### src/hdl/xpg_pkg.sv
package xpg_pkg;

    // field widths
    localparam int unsigned WordWidth = 64;
    localparam int unsigned HalfWidth = 32;
    localparam int unsigned OpWidth   = 2;

    // splitmix64 constants
    localparam logic [63:0] SeedGamma = 64'h9E37_79B9_7F4A_7C15;
    localparam logic [63:0] SeedMulA  = 64'hBF58_476D_1CE4_E5B9;
    localparam logic [63:0] SeedMulB  = 64'h94D0_49BB_1331_11EB;
    localparam int unsigned SeedShiftIn  = 30;
    localparam int unsigned SeedShiftMid = 27;
    localparam int unsigned SeedShiftOut = 31;

    // xoshiro shift and rotate amounts
    localparam int unsigned Shift128  = 9;
    localparam int unsigned Rotate128 = 11;
    localparam int unsigned Shift256  = 17;
    localparam int unsigned Rotate256 = 45;

    // width mode after reset: 64-bit words
    localparam logic ModeReset = 1'b1;

    // operation codes carried in tuser
    typedef enum logic [OpWidth-1:0] {
        OP_NEXT   = 2'd0,
        OP_RESEED = 2'd1,
        OP_LOAD   = 2'd2,
        OP_NONE   = 2'd3
    } op_t;

    // controller states
    typedef enum logic [2:0] {
        ST_IDLE,
        ST_SEED,
        ST_MUL0,
        ST_MUL1,
        ST_MUL2,
        ST_MIX,
        ST_STORE
    } state_t;

    // commands from controller to datapath
    typedef struct packed {
        logic next_value;   // advance generator, load output register
        logic load_seed;    // seeder counter takes tdata
        logic seed_step;    // counter += gamma, z = first mix
        logic mul_clear;    // acc = partial product
        logic mul_accum;    // acc += partial product << 32
        logic mul_z_hi;     // multiplicand takes upper half of z
        logic mul_k_hi;     // multiplier takes upper half of constant
        logic k_second;     // second splitmix constant
        logic mix;          // z = acc ^ (acc >> shift)
        logic mix_last;     // use the final shift amount
        logic store;        // write z into a word pair
        logic store_upper;  // words 2 and 3 instead of 0 and 1
    } cmd_t;

endpackage

### src/hdl/xpg_ctrl.sv
module xpg_ctrl (
    input  logic                        aclk,
    input  logic                        aresetn,
    input  logic                        s_tvalid,
    output logic                        s_tready,
    input  logic [xpg_pkg::OpWidth-1:0] s_tuser,
    output logic                        m_tvalid,
    input  logic                        m_tready,
    output xpg_pkg::cmd_t               cmd
);

    xpg_pkg::state_t state_reg, state_next;
    logic            draw_reg, draw_next;
    logic            round_reg, round_next;
    logic            out_valid_reg, out_valid_next;
    logic            accept;

    // ready when idle and the output slot is free or draining
    assign s_tready = (state_reg == xpg_pkg::ST_IDLE) && (!out_valid_reg || m_tready);
    assign accept   = s_tvalid && s_tready;
    assign m_tvalid = out_valid_reg;

    // state registers
    always_ff @(posedge aclk) begin
        if (!aresetn) begin
            state_reg     <= xpg_pkg::ST_IDLE;
            draw_reg      <= 1'b0;
            round_reg     <= 1'b0;
            out_valid_reg <= 1'b0;
        end else begin
            state_reg     <= state_next;
            draw_reg      <= draw_next;
            round_reg     <= round_next;
            out_valid_reg <= out_valid_next;
        end
    end

    // next state and commands
    always_comb begin
        state_next = state_reg;
        draw_next  = draw_reg;
        round_next = round_reg;
        cmd        = '0;
        cmd.k_second    = round_reg;
        cmd.mix_last    = round_reg;
        cmd.store_upper = draw_reg;
        case (state_reg)
            xpg_pkg::ST_IDLE: begin
                if (accept) begin
                    case (xpg_pkg::op_t'(s_tuser))
                        xpg_pkg::OP_NEXT: begin
                            cmd.next_value = 1'b1;
                        end
                        xpg_pkg::OP_RESEED: begin
                            draw_next  = 1'b0;
                            state_next = xpg_pkg::ST_SEED;
                        end
                        xpg_pkg::OP_LOAD: begin
                            cmd.load_seed = 1'b1;
                        end
                        default: begin
                        end
                    endcase
                end
            end
            xpg_pkg::ST_SEED: begin
                cmd.seed_step = 1'b1;
                round_next    = 1'b0;
                state_next    = xpg_pkg::ST_MUL0;
            end
            xpg_pkg::ST_MUL0: begin
                cmd.mul_clear = 1'b1;
                state_next    = xpg_pkg::ST_MUL1;
            end
            xpg_pkg::ST_MUL1: begin
                cmd.mul_accum = 1'b1;
                cmd.mul_k_hi  = 1'b1;
                state_next    = xpg_pkg::ST_MUL2;
            end
            xpg_pkg::ST_MUL2: begin
                cmd.mul_accum = 1'b1;
                cmd.mul_z_hi  = 1'b1;
                state_next    = xpg_pkg::ST_MIX;
            end
            xpg_pkg::ST_MIX: begin
                cmd.mix = 1'b1;
                if (round_reg) begin
                    state_next = xpg_pkg::ST_STORE;
                end else begin
                    round_next = 1'b1;
                    state_next = xpg_pkg::ST_MUL0;
                end
            end
            xpg_pkg::ST_STORE: begin
                cmd.store = 1'b1;
                if (draw_reg) begin
                    state_next = xpg_pkg::ST_IDLE;
                end else begin
                    draw_next  = 1'b1;
                    state_next = xpg_pkg::ST_SEED;
                end
            end
            default: begin
                state_next = xpg_pkg::ST_IDLE;
            end
        endcase
    end

    // output slot: filled by a next transfer, emptied by the receiver
    always_comb begin
        out_valid_next = out_valid_reg;
        if (m_tready) begin
            out_valid_next = 1'b0;
        end
        if (cmd.next_value) begin
            out_valid_next = 1'b1;
        end
    end

endmodule

### src/hdl/xpg_datapath.sv
module xpg_datapath (
    input  logic                          aclk,
    input  logic                          aresetn,
    input  logic                          cfg_wr_en,
    input  logic                          cfg_wr_data,
    input  logic [xpg_pkg::WordWidth-1:0] s_tdata,
    output logic [xpg_pkg::WordWidth-1:0] m_tdata,
    input  xpg_pkg::cmd_t                 cmd
);

    localparam int unsigned W = xpg_pkg::WordWidth;
    localparam int unsigned H = xpg_pkg::HalfWidth;

    logic         mode_reg;
    logic [W-1:0] words_reg [4];
    logic [W-1:0] words_next [4];
    logic [W-1:0] counter_reg, counter_next;
    logic [W-1:0] z_reg, z_next;
    logic [W-1:0] acc_reg, acc_next;
    logic [W-1:0] out_reg;

    logic [W-1:0] gen_sum;
    logic [W-1:0] adv [4];
    logic [W-1:0] seeded;
    logic [W-1:0] k_word;
    logic [H-1:0] op_a, op_b;
    logic [W-1:0] prod;
    logic [W-1:0] mixed;

    // xoshiro step in both widths
    always_comb begin
        logic [W-1:0] t64, a2, a3, a1, a0;
        logic [H-1:0] t32, b2, b3, b1, b0, w0, w1, w2, w3;
        w0  = words_reg[0][H-1:0];
        w1  = words_reg[1][H-1:0];
        w2  = words_reg[2][H-1:0];
        w3  = words_reg[3][H-1:0];
        t64 = words_reg[1] << xpg_pkg::Shift256;
        a2  = words_reg[2] ^ words_reg[0];
        a3  = words_reg[3] ^ words_reg[1];
        a1  = words_reg[1] ^ a2;
        a0  = words_reg[0] ^ a3;
        t32 = w1 << xpg_pkg::Shift128;
        b2  = w2 ^ w0;
        b3  = w3 ^ w1;
        b1  = w1 ^ b2;
        b0  = w0 ^ b3;
        if (mode_reg) begin
            gen_sum = words_reg[0] + words_reg[3];
            adv[0]  = a0;
            adv[1]  = a1;
            adv[2]  = a2 ^ t64;
            adv[3]  = (a3 << xpg_pkg::Rotate256) | (a3 >> (W - xpg_pkg::Rotate256));
        end else begin
            gen_sum = {{(W-H){1'b0}}, w0 + w3};
            adv[0]  = {{(W-H){1'b0}}, b0};
            adv[1]  = {{(W-H){1'b0}}, b1};
            adv[2]  = {{(W-H){1'b0}}, b2 ^ t32};
            adv[3]  = {{(W-H){1'b0}},
                       (b3 << xpg_pkg::Rotate128) | (b3 >> (H - xpg_pkg::Rotate128))};
        end
    end

    // splitmix64: counter step, one 32x32 partial product, xor-shift mix
    assign seeded = counter_reg + xpg_pkg::SeedGamma;
    assign k_word = cmd.k_second ? xpg_pkg::SeedMulB : xpg_pkg::SeedMulA;
    assign op_a   = cmd.mul_z_hi ? z_reg[W-1:H] : z_reg[H-1:0];
    assign op_b   = cmd.mul_k_hi ? k_word[W-1:H] : k_word[H-1:0];
    assign prod   = {{(W-H){1'b0}}, op_a} * {{(W-H){1'b0}}, op_b};
    assign mixed  = cmd.mix_last ? (acc_reg ^ (acc_reg >> xpg_pkg::SeedShiftOut))
                                 : (acc_reg ^ (acc_reg >> xpg_pkg::SeedShiftMid));

    // next values of the seeder and generator state
    always_comb begin
        counter_next = counter_reg;
        z_next       = z_reg;
        acc_next     = acc_reg;
        for (int i = 0; i < 4; i++) begin
            words_next[i] = words_reg[i];
        end
        if (cmd.load_seed) begin
            counter_next = s_tdata;
        end
        if (cmd.seed_step) begin
            counter_next = seeded;
            z_next       = seeded ^ (seeded >> xpg_pkg::SeedShiftIn);
        end
        if (cmd.mul_clear) begin
            acc_next = prod;
        end
        if (cmd.mul_accum) begin
            acc_next = acc_reg + {prod[H-1:0], {H{1'b0}}};
        end
        if (cmd.mix) begin
            z_next = mixed;
        end
        if (cmd.next_value) begin
            for (int i = 0; i < 4; i++) begin
                words_next[i] = adv[i];
            end
        end
        if (cmd.store) begin
            if (cmd.store_upper) begin
                words_next[2] = {{(W-H){1'b0}}, z_reg[H-1:0]};
                words_next[3] = {{(W-H){1'b0}}, z_reg[W-1:H]};
            end else begin
                words_next[0] = {{(W-H){1'b0}}, z_reg[H-1:0]};
                words_next[1] = {{(W-H){1'b0}}, z_reg[W-1:H]};
            end
        end
    end

    // generator and seeder state
    always_ff @(posedge aclk) begin
        if (!aresetn) begin
            mode_reg    <= xpg_pkg::ModeReset;
            counter_reg <= '0;
            for (int i = 0; i < 4; i++) begin
                words_reg[i] <= '0;
            end
        end else begin
            if (cfg_wr_en) begin
                mode_reg <= cfg_wr_data;
            end
            counter_reg <= counter_next;
            for (int i = 0; i < 4; i++) begin
                words_reg[i] <= words_next[i];
            end
        end
    end

    // working registers and output register
    always_ff @(posedge aclk) begin
        z_reg   <= z_next;
        acc_reg <= acc_next;
        if (cmd.next_value) begin
            out_reg <= gen_sum;
        end
    end

    assign m_tdata = out_reg;

endmodule

### src/hdl/xoshiro_plus_generator.sv
// xoshiro_plus_generator: xoshiro128+ / xoshiro256+ source with a splitmix64 seeder.
// Input channel s_*: tuser carries the operation (next, reseed, load seeder, none),
// tdata carries the seeder value for a load. Output channel m_*: one 64-bit
// value per next transfer; in 32-bit mode the upper half is zero.
// cfg_wr_en/cfg_wr_data write the width mode (0 = 32-bit words, 1 = 64-bit words);
// write it only while the block is idle.
// A next transfer shows its value on m_tdata in the cycle after its acceptance.
// Next, load and no-op transfers leave the controller idle, so back to back
// next transfers give one value per cycle while the receiver keeps up.
// A reseed occupies the controller after acceptance for two splitmix64
// draws, each a counter step, two 64-bit constant multiplies built from three
// 32x32 partial products on one shared multiplier, two mix steps and a store.
// Reset (aresetn low, synchronous) clears the words and the seeder counter and
// selects 64-bit mode. When the receiver stalls, the value is held in the output
// register and s_tready drops until that value is taken.
module xoshiro_plus_generator (
    input  logic        aclk,
    input  logic        aresetn,
    input  logic        cfg_wr_en,
    input  logic        cfg_wr_data,
    input  logic        s_tvalid,
    output logic        s_tready,
    input  logic [63:0] s_tdata,    // [63:0] seed_value
    input  logic [1:0]  s_tuser,    // [1:0] op
    output logic        m_tvalid,
    input  logic        m_tready,
    output logic [63:0] m_tdata     // [63:0] random_value
);

    xpg_pkg::cmd_t cmd;

    // sequencer
    xpg_ctrl u_ctrl (
        .aclk     (aclk),
        .aresetn  (aresetn),
        .s_tvalid (s_tvalid),
        .s_tready (s_tready),
        .s_tuser  (s_tuser),
        .m_tvalid (m_tvalid),
        .m_tready (m_tready),
        .cmd      (cmd)
    );

    // generator, seeder and output register
    xpg_datapath u_datapath (
        .aclk        (aclk),
        .aresetn     (aresetn),
        .cfg_wr_en   (cfg_wr_en),
        .cfg_wr_data (cfg_wr_data),
        .s_tdata     (s_tdata),
        .m_tdata     (m_tdata),
        .cmd         (cmd)
    );

endmodule

### config.mk
export PLATFORM = sky130hd
export DESIGN_NAME = xoshiro_plus_generator
export DESIGN_NICKNAME = d
export VERILOG_FILES = /design/src/hdl/xpg_pkg.sv /design/src/hdl/xpg_ctrl.sv /design/src/hdl/xpg_datapath.sv /design/src/hdl/xoshiro_plus_generator.sv
export SDC_FILE = /design/constraint.sdc
export NUM_CORES = 2
export LEC_CHECK = 0
export ABC_AREA = 1
export BUFFER_PORTS_ARGS = -buffer_cell sky130_fd_sc_hd__buf_2
export CORE_UTILIZATION = 35
export DETAILED_ROUTE_END_ITERATION = 6
export PLACE_DENSITY = 0.53
export SKIP_CTS_REPAIR_TIMING = 1
export SYNTH_ARGS = -nofsm -noshare
export SYNTH_HDL_FRONTEND = slang
export SYNTH_SLANG_ARGS = --single-unit
export TNS_END_PERCENT = 20
### constraint.sdc
create_clock -name aclk -period 8.4 [get_ports aclk]
set_clock_uncertainty 0.05 [all_clocks]
set_input_delay 1.68 -clock aclk [delete_from_list [all_inputs] [get_ports aclk]]
set_output_delay 1.68 -clock aclk [all_outputs]
set_load 0.02 [all_outputs]
Yosys cells after proc, flatten, opt, wreduce, memory -nomap -nowiden

Memories as Yosys holds them, arrays and structs flattened.
Index checks and enable logic that the tools add are counted.

$add $sub $neg: 4
Multiply operators: 1
Eq/ne operators: 10
Mux-type cells: 44
Bitwise logic cells: 19
Reductions and logical operators: 15

Operator list:

| kind                   | count |
|---|---|
| $mux 256               | 3 |
| $mux 64                | 11 |
| $xor 64x64->64         | 5 |
| $mux 128               | 2 |
| $xor 32x32->32         | 5 |
| $add 64x64->64         | 2 |
| $mux 32                | 3 |
| $add 64x64->64 const B | 1 |
| $mul 32x32->64         | 1 |
| $or 64x45->64          | 1 |
| $xor 64x33->64         | 1 |
| $xor 64x34->64         | 1 |
| $xor 64x37->64         | 1 |
| $mux 62                | 1 |
| $add 32x32->32         | 1 |
| $or 32x11->32          | 1 |
| $pmux 3 s7             | 1 |
| $mux 1                 | 16 |
| $reduce_bool 2->1      | 6 |
| $eq 3x3->1 const B     | 3 |
| $mux 3                 | 3 |
| $eq 3x2->1 const B     | 2 |
| $mux 2                 | 2 |
| $or 1x1->1             | 4 |
| 14 further kinds       | 16 |

Flip-flop bits (word level): 263
Bits in writable memories: 256
Input port bits: 72
Output and inout port bits: 66
Word-level logic and storage cells: 104
Memories kept: 1

Memories:

| name                 | words | width | rd ports | clocked after Yosys merged registers in | write ports | line               | source |
|---|---|---|---|---|---|---|---|
| u_datapath.words_reg | 4     | 64    | 4        | 0                                       | 4           | xpg_datapath.sv:15 | `logic [W-1:0] words_reg [4];` |

Depth between registers and ports, before layout

Depth in word-level cells: 10
Depth in mapped cells: 47
Gate-level depth less buffers: 44

By module

Synthesis repeated with hierarchy kept, for this count alone.

Cell total of the unflattened synthesis: 8,731
Area total of the unflattened synthesis: 65,058.6 µm²

Modules (own cells, without submodules):

| module       | instances | cells each | area each (µm²) |
|---|---|---|---|
| xpg_datapath | 1         | 8,675      | 64,667.0 |
| xpg_ctrl     | 1         | 56         | 391.6 |

Worst setup path after synthesis

Ideal clock, no wire load.

Path kind: register to register
Start: register u_ctrl.round_reg
End: register u_datapath.acc_reg[53] (data pin)
Setup time: 0.253 ns
Data arrival time: 8.831 ns
Path slack: -0.734 ns
Stages on the path, launching flop included: 38
Period minus slack after synthesis: 9.134 ns
Cell sequence: dfxtp_1 -> clkbuf_1 -> clkinv_1 -> clkbuf_1 -> clkbuf_1 -> buf_1 -> ha_1 -> clkinv_1 -> clkbuf_1 -> nor2_1 -> inv_1 -> fa_1 -> inv_1 -> fa_1 -> inv_1 -> fa_1 -> fa_1 -> inv_1 -> (+2 left out) -> fa_1 -> inv_1 -> fa_1 -> fa_1 -> ha_1 -> a21oi_1 -> o21ai_0 -> a21oi_1 -> nand2_1 -> xor2_1 -> ha_1 -> a21o_1 -> a21oi_1 -> o21ai_0 -> a21o_1 -> or2_2 -> nand3_1 -> nand2_1

Longest elaborated chain between the ends: 5
Elaborated cells on any way between the ends: 6
Classes of those cells: add/sub: 1; mul: 1; mux: 4

RTL lines:

| what                                             | line                                   | source |
|---|---|---|
| from (decl)                                      | xpg_ctrl.sv:14                         | `logic round_reg, round_next;` |
| from (signal assigned)                           | xpg_ctrl.sv:33                         | `round_reg <= round_next;` |
| $mux 62 (*)                                      | xpg_datapath.sv:66                     | `assign k_word = cmd.k_second ? xpg_pkg::SeedMulB : xpg_pkg::SeedMulA;` |
| $mux 32 (*)                                      | xpg_datapath.sv:68                     | `assign op_b = cmd.mul_k_hi ? k_word[W-1:H] : k_word[H-1:0];` |
| $mul 32x32->64 (*)                               | xpg_datapath.sv:69                     | `assign prod = {{(W-H){1'b0}}, op_a} * {{(W-H){1'b0}}, op_b};` |
| $add 64x64->64 / $mux 64 (equally long branches) | xpg_datapath.sv:92, xpg_datapath.sv:88 |  |
| $mux 64 (*)                                      | xpg_datapath.sv:91                     | `if (cmd.mul_accum) begin` |
| named net u_datapath.acc_next[53]                | xpg_datapath.sv:19                     | `logic [W-1:0] acc_reg, acc_next;` |
| to (signal assigned)                             | xpg_datapath.sv:135                    | `acc_reg <= acc_next;` |
| to (decl)                                        | xpg_datapath.sv:19                     |  |

The timed path passes the listed nets; every way through them passes the cells marked *. The select of a mux whose other input is x is not followed.
A chain may end at the register's enable or synchronous reset.

Final worst setup path

Start: register u_ctrl.state_reg[0]
End: register u_datapath.acc_reg[59] (data pin)

Longest elaborated chain between the ends: 6
Elaborated cells on any way between the ends: 12
Classes of those cells: add/sub: 1; mul: 1; eq/ne: 2; mux: 7; reduce/logical: 1

RTL lines:

| what                                             | line                                   | source |
|---|---|---|
| from (decl)                                      | xpg_ctrl.sv:12                         | `xpg_pkg::state_t state_reg, state_next;` |
| from (signal assigned)                           | xpg_ctrl.sv:26                         | `state_reg <= xpg_pkg::ST_IDLE;` |
| from (signal assigned)                           | xpg_ctrl.sv:31                         | `state_reg <= state_next;` |
| $eq 3x3->1 / $eq 3x2->1 (equally long branches)  | xpg_ctrl.sv:47                         | `case (state_reg)` |
| $mux 1                                           | xpg_ctrl.sv:47                         |  |
| $mux 32 (on tied branches)                       | xpg_datapath.sv:67, xpg_datapath.sv:68 |  |
| $mul 32x32->64                                   | xpg_datapath.sv:69                     |  |
| $add 64x64->64 / $mux 64 (equally long branches) | xpg_datapath.sv:92, xpg_datapath.sv:88 |  |
| $mux 64 (*)                                      | xpg_datapath.sv:91                     |  |
| named net u_datapath.acc_next[59]                | xpg_datapath.sv:19                     |  |

Marks and branches as above.

==> impl_metrics.yaml <==
run_status:
  status: "finished, violations left"
  violations: "DRC, setup timing"
route:
  route.detailed.drc: 4
  wl_per_cell_um: 22.8
  drtIter0Drc: 5587
  via_count: 60488
  drt_first_pass_iters: 7
  vias_per_cell: 5.05
  drtAntennaViolNets: 0
  detail_route.wirelength_um: 273000
floorplan:
  fp.dieW_um: 433
  fp.dieH_um: 433
  placeableCoreArea_um2: 184000
  die-area_um2: 187000
  io_pins: 138
  rows: 157
  initial_utilization: 0.353
hold_path:
  min-delay-path-class: "reg2reg"
  holdCritStartpoint: "u_datapath.words_reg[1][63]"
sta:
  slew_viol_final: 0
  slew_headroom: 0.252
  grt_setup_unrepaired: "true"
  worst_margin_pin_slew_ns: 1.12
  final_number_of_hold_violating_endpoints: 0
  final_period_minus_worst_setup_slack_ns: 8.65
  worst_setup_slack_after_layout_ns: -0.254
  timing.final.setup_violations: 20
  top_achievable_clock_speed_mhz: 116
  period_share: 1.03
clock_network:
  tritoncts_clock_tree: "built"
  cts-buffers-inserted: 57
  numClockSinks: 519
  clkLatencyLatePin_ns: 0.68
  clk_path_buf_depth: 3
  cts.clk_slew.worst_paths_ns: 0.07
  cts_root_buf: "sky130_fd_sc_hd__clkbuf_16"
  cts_htree_levels: 2
synthesis:
  synthCells: 8615
  synth.ff_latch_count: 519
  syn_area_per_cell_um2: 7.53
  ys_seq_area_frac: 0.190
  postSynthNetCount: 9946
  synth.lib_cells_used.distinct: 55
  yosys_warnings: 0
  syn-cell-area_um2: 64900
cells_and_area:
  fin_cells: 11973
  layout-drive-gt1-share: 0.177
  largest_register_ffs: 256
  n_antenna_cell: 0
  signed_area_change_from_the_synthesized_netlist_to_the_final_layout_pct: 22.1
  final_net_count: 10792
setup_path:
  critical_path.most_common_cell: "sky130_fd_sc_hd__fa_1"
  cp-end-kind: "flip-flop"
  setup.worst_path.class: "reg2reg"
  r2r_slack_ns: -0.25
  cp_data_required_time_ns: 8.77
  critical-path-top-delay-family: "adder cells"
  worstReg2RegStart: "u_ctrl.state_reg[0]"
  worst_path_max_delay_cell: "sky130_fd_sc_hd__fa_2"
  timing.critical_path.arrival_ns: 9.02
  start_kind: "flip-flop"
  start_point_of_the_critical_path: "u_ctrl.state_reg[0]"
  critPathMaxFanout: 5
  critical_path.n_buffers_inverters: 15
  crit_path_max_incr_delay_ns: 0.54
grt:
  globalRouteTotalUtil: 0.290
  antenna_found_initial: 2
  global_route_wire_length_before_repair_um: 399000
  grt-ovfl-total: 0
  pin_count_of_the_biggest_net_entering_global_routing: 128
  first_global_vias: 59835
placed_design:
  dpl.hpwl_um: 234000
  dp.cells: 11815
  finalWeightedCongestion: 0.990
  count_of_buffers_inserted_at_the_top_level_ports: 137
flow_run:
  timing.max_cap.violations: 0
## stage by stage
stage,setup TNS [ns],hold slack [ns],utilization,setup WS [ns],instance area [µm²]
floorplan,-0.00350,0.404,-,-0.00350,65000
global placement,-16.87,0.424,0.405,-0.866,74400
detailed placement,-18.24,0.439,0.405,-0.933,74400
CTS,-20.90,0.447,0.416,-1.02,76400
global route,-10.20,0.473,0.431,-0.566,79200
finish,-2.47,0.447,0.431,-0.254,79200
## logic make-up (layout without fill, tap and decap cells)
family | count (synthesis) | count (layout) | share of synthesized area
simple gates | 3380 | 3381 | 0.212
buf+inv | 1976 | 2869 | 0.117
fa+ha+maj | 1259 | 1259 | 0.338
compound gates | 1116 | 1116 | 0.0931
flops | 519 | 519 | 0.190
xor+xnor | 365 | 365 | 0.0494
## cell usage in the layout, fill, tap and decap left out, types with 40 or more instances in the layout
| cell | count |
|---|---|
| sky130_fd_sc_hd__a31oi_1 | 55 |
| sky130_fd_sc_hd__nand3_1 | 330 |
| sky130_fd_sc_hd__inv_1 | 1674 |
| sky130_fd_sc_hd__xor2_1 | 218 |
| sky130_fd_sc_hd__nor3_1 | 56 |
| sky130_fd_sc_hd__o21ai_0 | 419 |
| sky130_fd_sc_hd__o22ai_1 | 73 |
| sky130_fd_sc_hd__nand2_1 | 1637 |
| sky130_fd_sc_hd__or2_2 | 75 |
| sky130_fd_sc_hd__xnor2_1 | 129 |
| sky130_fd_sc_hd__nand2_2 | 42 |
| sky130_fd_sc_hd__buf_2 | 137 |
| sky130_fd_sc_hd__o21ai_1 | 53 |
| sky130_fd_sc_hd__dfxtp_1 | 322 |
| sky130_fd_sc_hd__inv_2 | 47 |
| sky130_fd_sc_hd__fa_1 | 793 |
| sky130_fd_sc_hd__a21oi_1 | 340 |
| sky130_fd_sc_hd__edfxtp_1 | 192 |
| sky130_fd_sc_hd__ha_4 | 56 |
| sky130_fd_sc_hd__buf_4 | 833 |
| sky130_fd_sc_hd__nor2_1 | 970 |
| sky130_fd_sc_hd__clkbuf_16 | 61 |
| sky130_fd_sc_hd__nor2_4 | 53 |
| sky130_fd_sc_hd__a21oi_2 | 40 |
| sky130_fd_sc_hd__ha_1 | 376 |
| sky130_fd_sc_hd__nor2_2 | 72 |
## worst register-to-register path, delay by kind of cell (launching register included)
family | cells | cell delay [ns]
adder cells (fa/ha/maj) | 11 | 4.85
buffers and inverters | 15 | 1.21
AO/OA/AOI/OAI | 6 | 0.96
AND/OR/NAND/NOR | 9 | 0.78
flip-flops | 1 | 0.38
XOR/XNOR | 1 | 0.18
## synth_stat cells, drive strengths merged
master  instances  area (µm²)
a21boi          6        45.0
a21oi         395        1990
buf           116         622
a211oi          1        7.51
o22ai          73         457
o211ai          2        15.0
a21o           20         150
a22oi           1        7.51
clkinv          5        20.0
nand3b         12        90.1
a31oi          57         357
o21ai         502        2540
nand3         346        1740
nand4          34         213
xor2          232        2040
edfxtp        192        5770
xnor2         133        1160
and3            2        12.5
nand2        1699        6390
and2            2        12.5
a32o            3        30.0
inv          1728        6490
ha            435        5440
or2            89         557
clkbuf        127         477
o211a           5        50.1
o21a           13        97.6
nor2         1095        4170
o21bai         32         240
fa            824       16500
nor4            6        37.5
nor2b           1        6.26
nor3           67         350
nor3b          27         208
o221ai          3        26.3
dfxtp         327        6550
a221oi          3        26.3
## cell type report
type / count / area, µm²
Inverter: 1733 / 6540
Fill cell: 18889 / 104000
Clock inverter: 29 / 343
Multi-Input combinational cell: 6121 / 47400
Sequential cell: 519 / 12300
Tap cell: 2464 / 3080
Clock buffer: 78 / 1660
Timing Repair Buffer: 1029 / 7920
## worst paths after layout
check	endpoint	depth (start not counted)
max	u_datapath.acc_reg[59]	42
min	u_datapath.words_reg[1][63]	2
max reg2reg	u_datapath.acc_reg[59]	42
min reg2reg	u_datapath.words_reg[1][63]	2
## metal layers
| metal | GRT usage | routed length, µm |
|---|---|---|
| met5 | 0 | 16 |
| met2 | 0.459 | 123000 |
| met1 | 0.416 | 124000 |
| met3 | 0.0349 | 18400 |
| met4 | 0.0749 | 8730 |
Power is left out: the tool's default activity adds up to more than one toggle a clock period on the data nets, which glitch-free logic cannot reach.
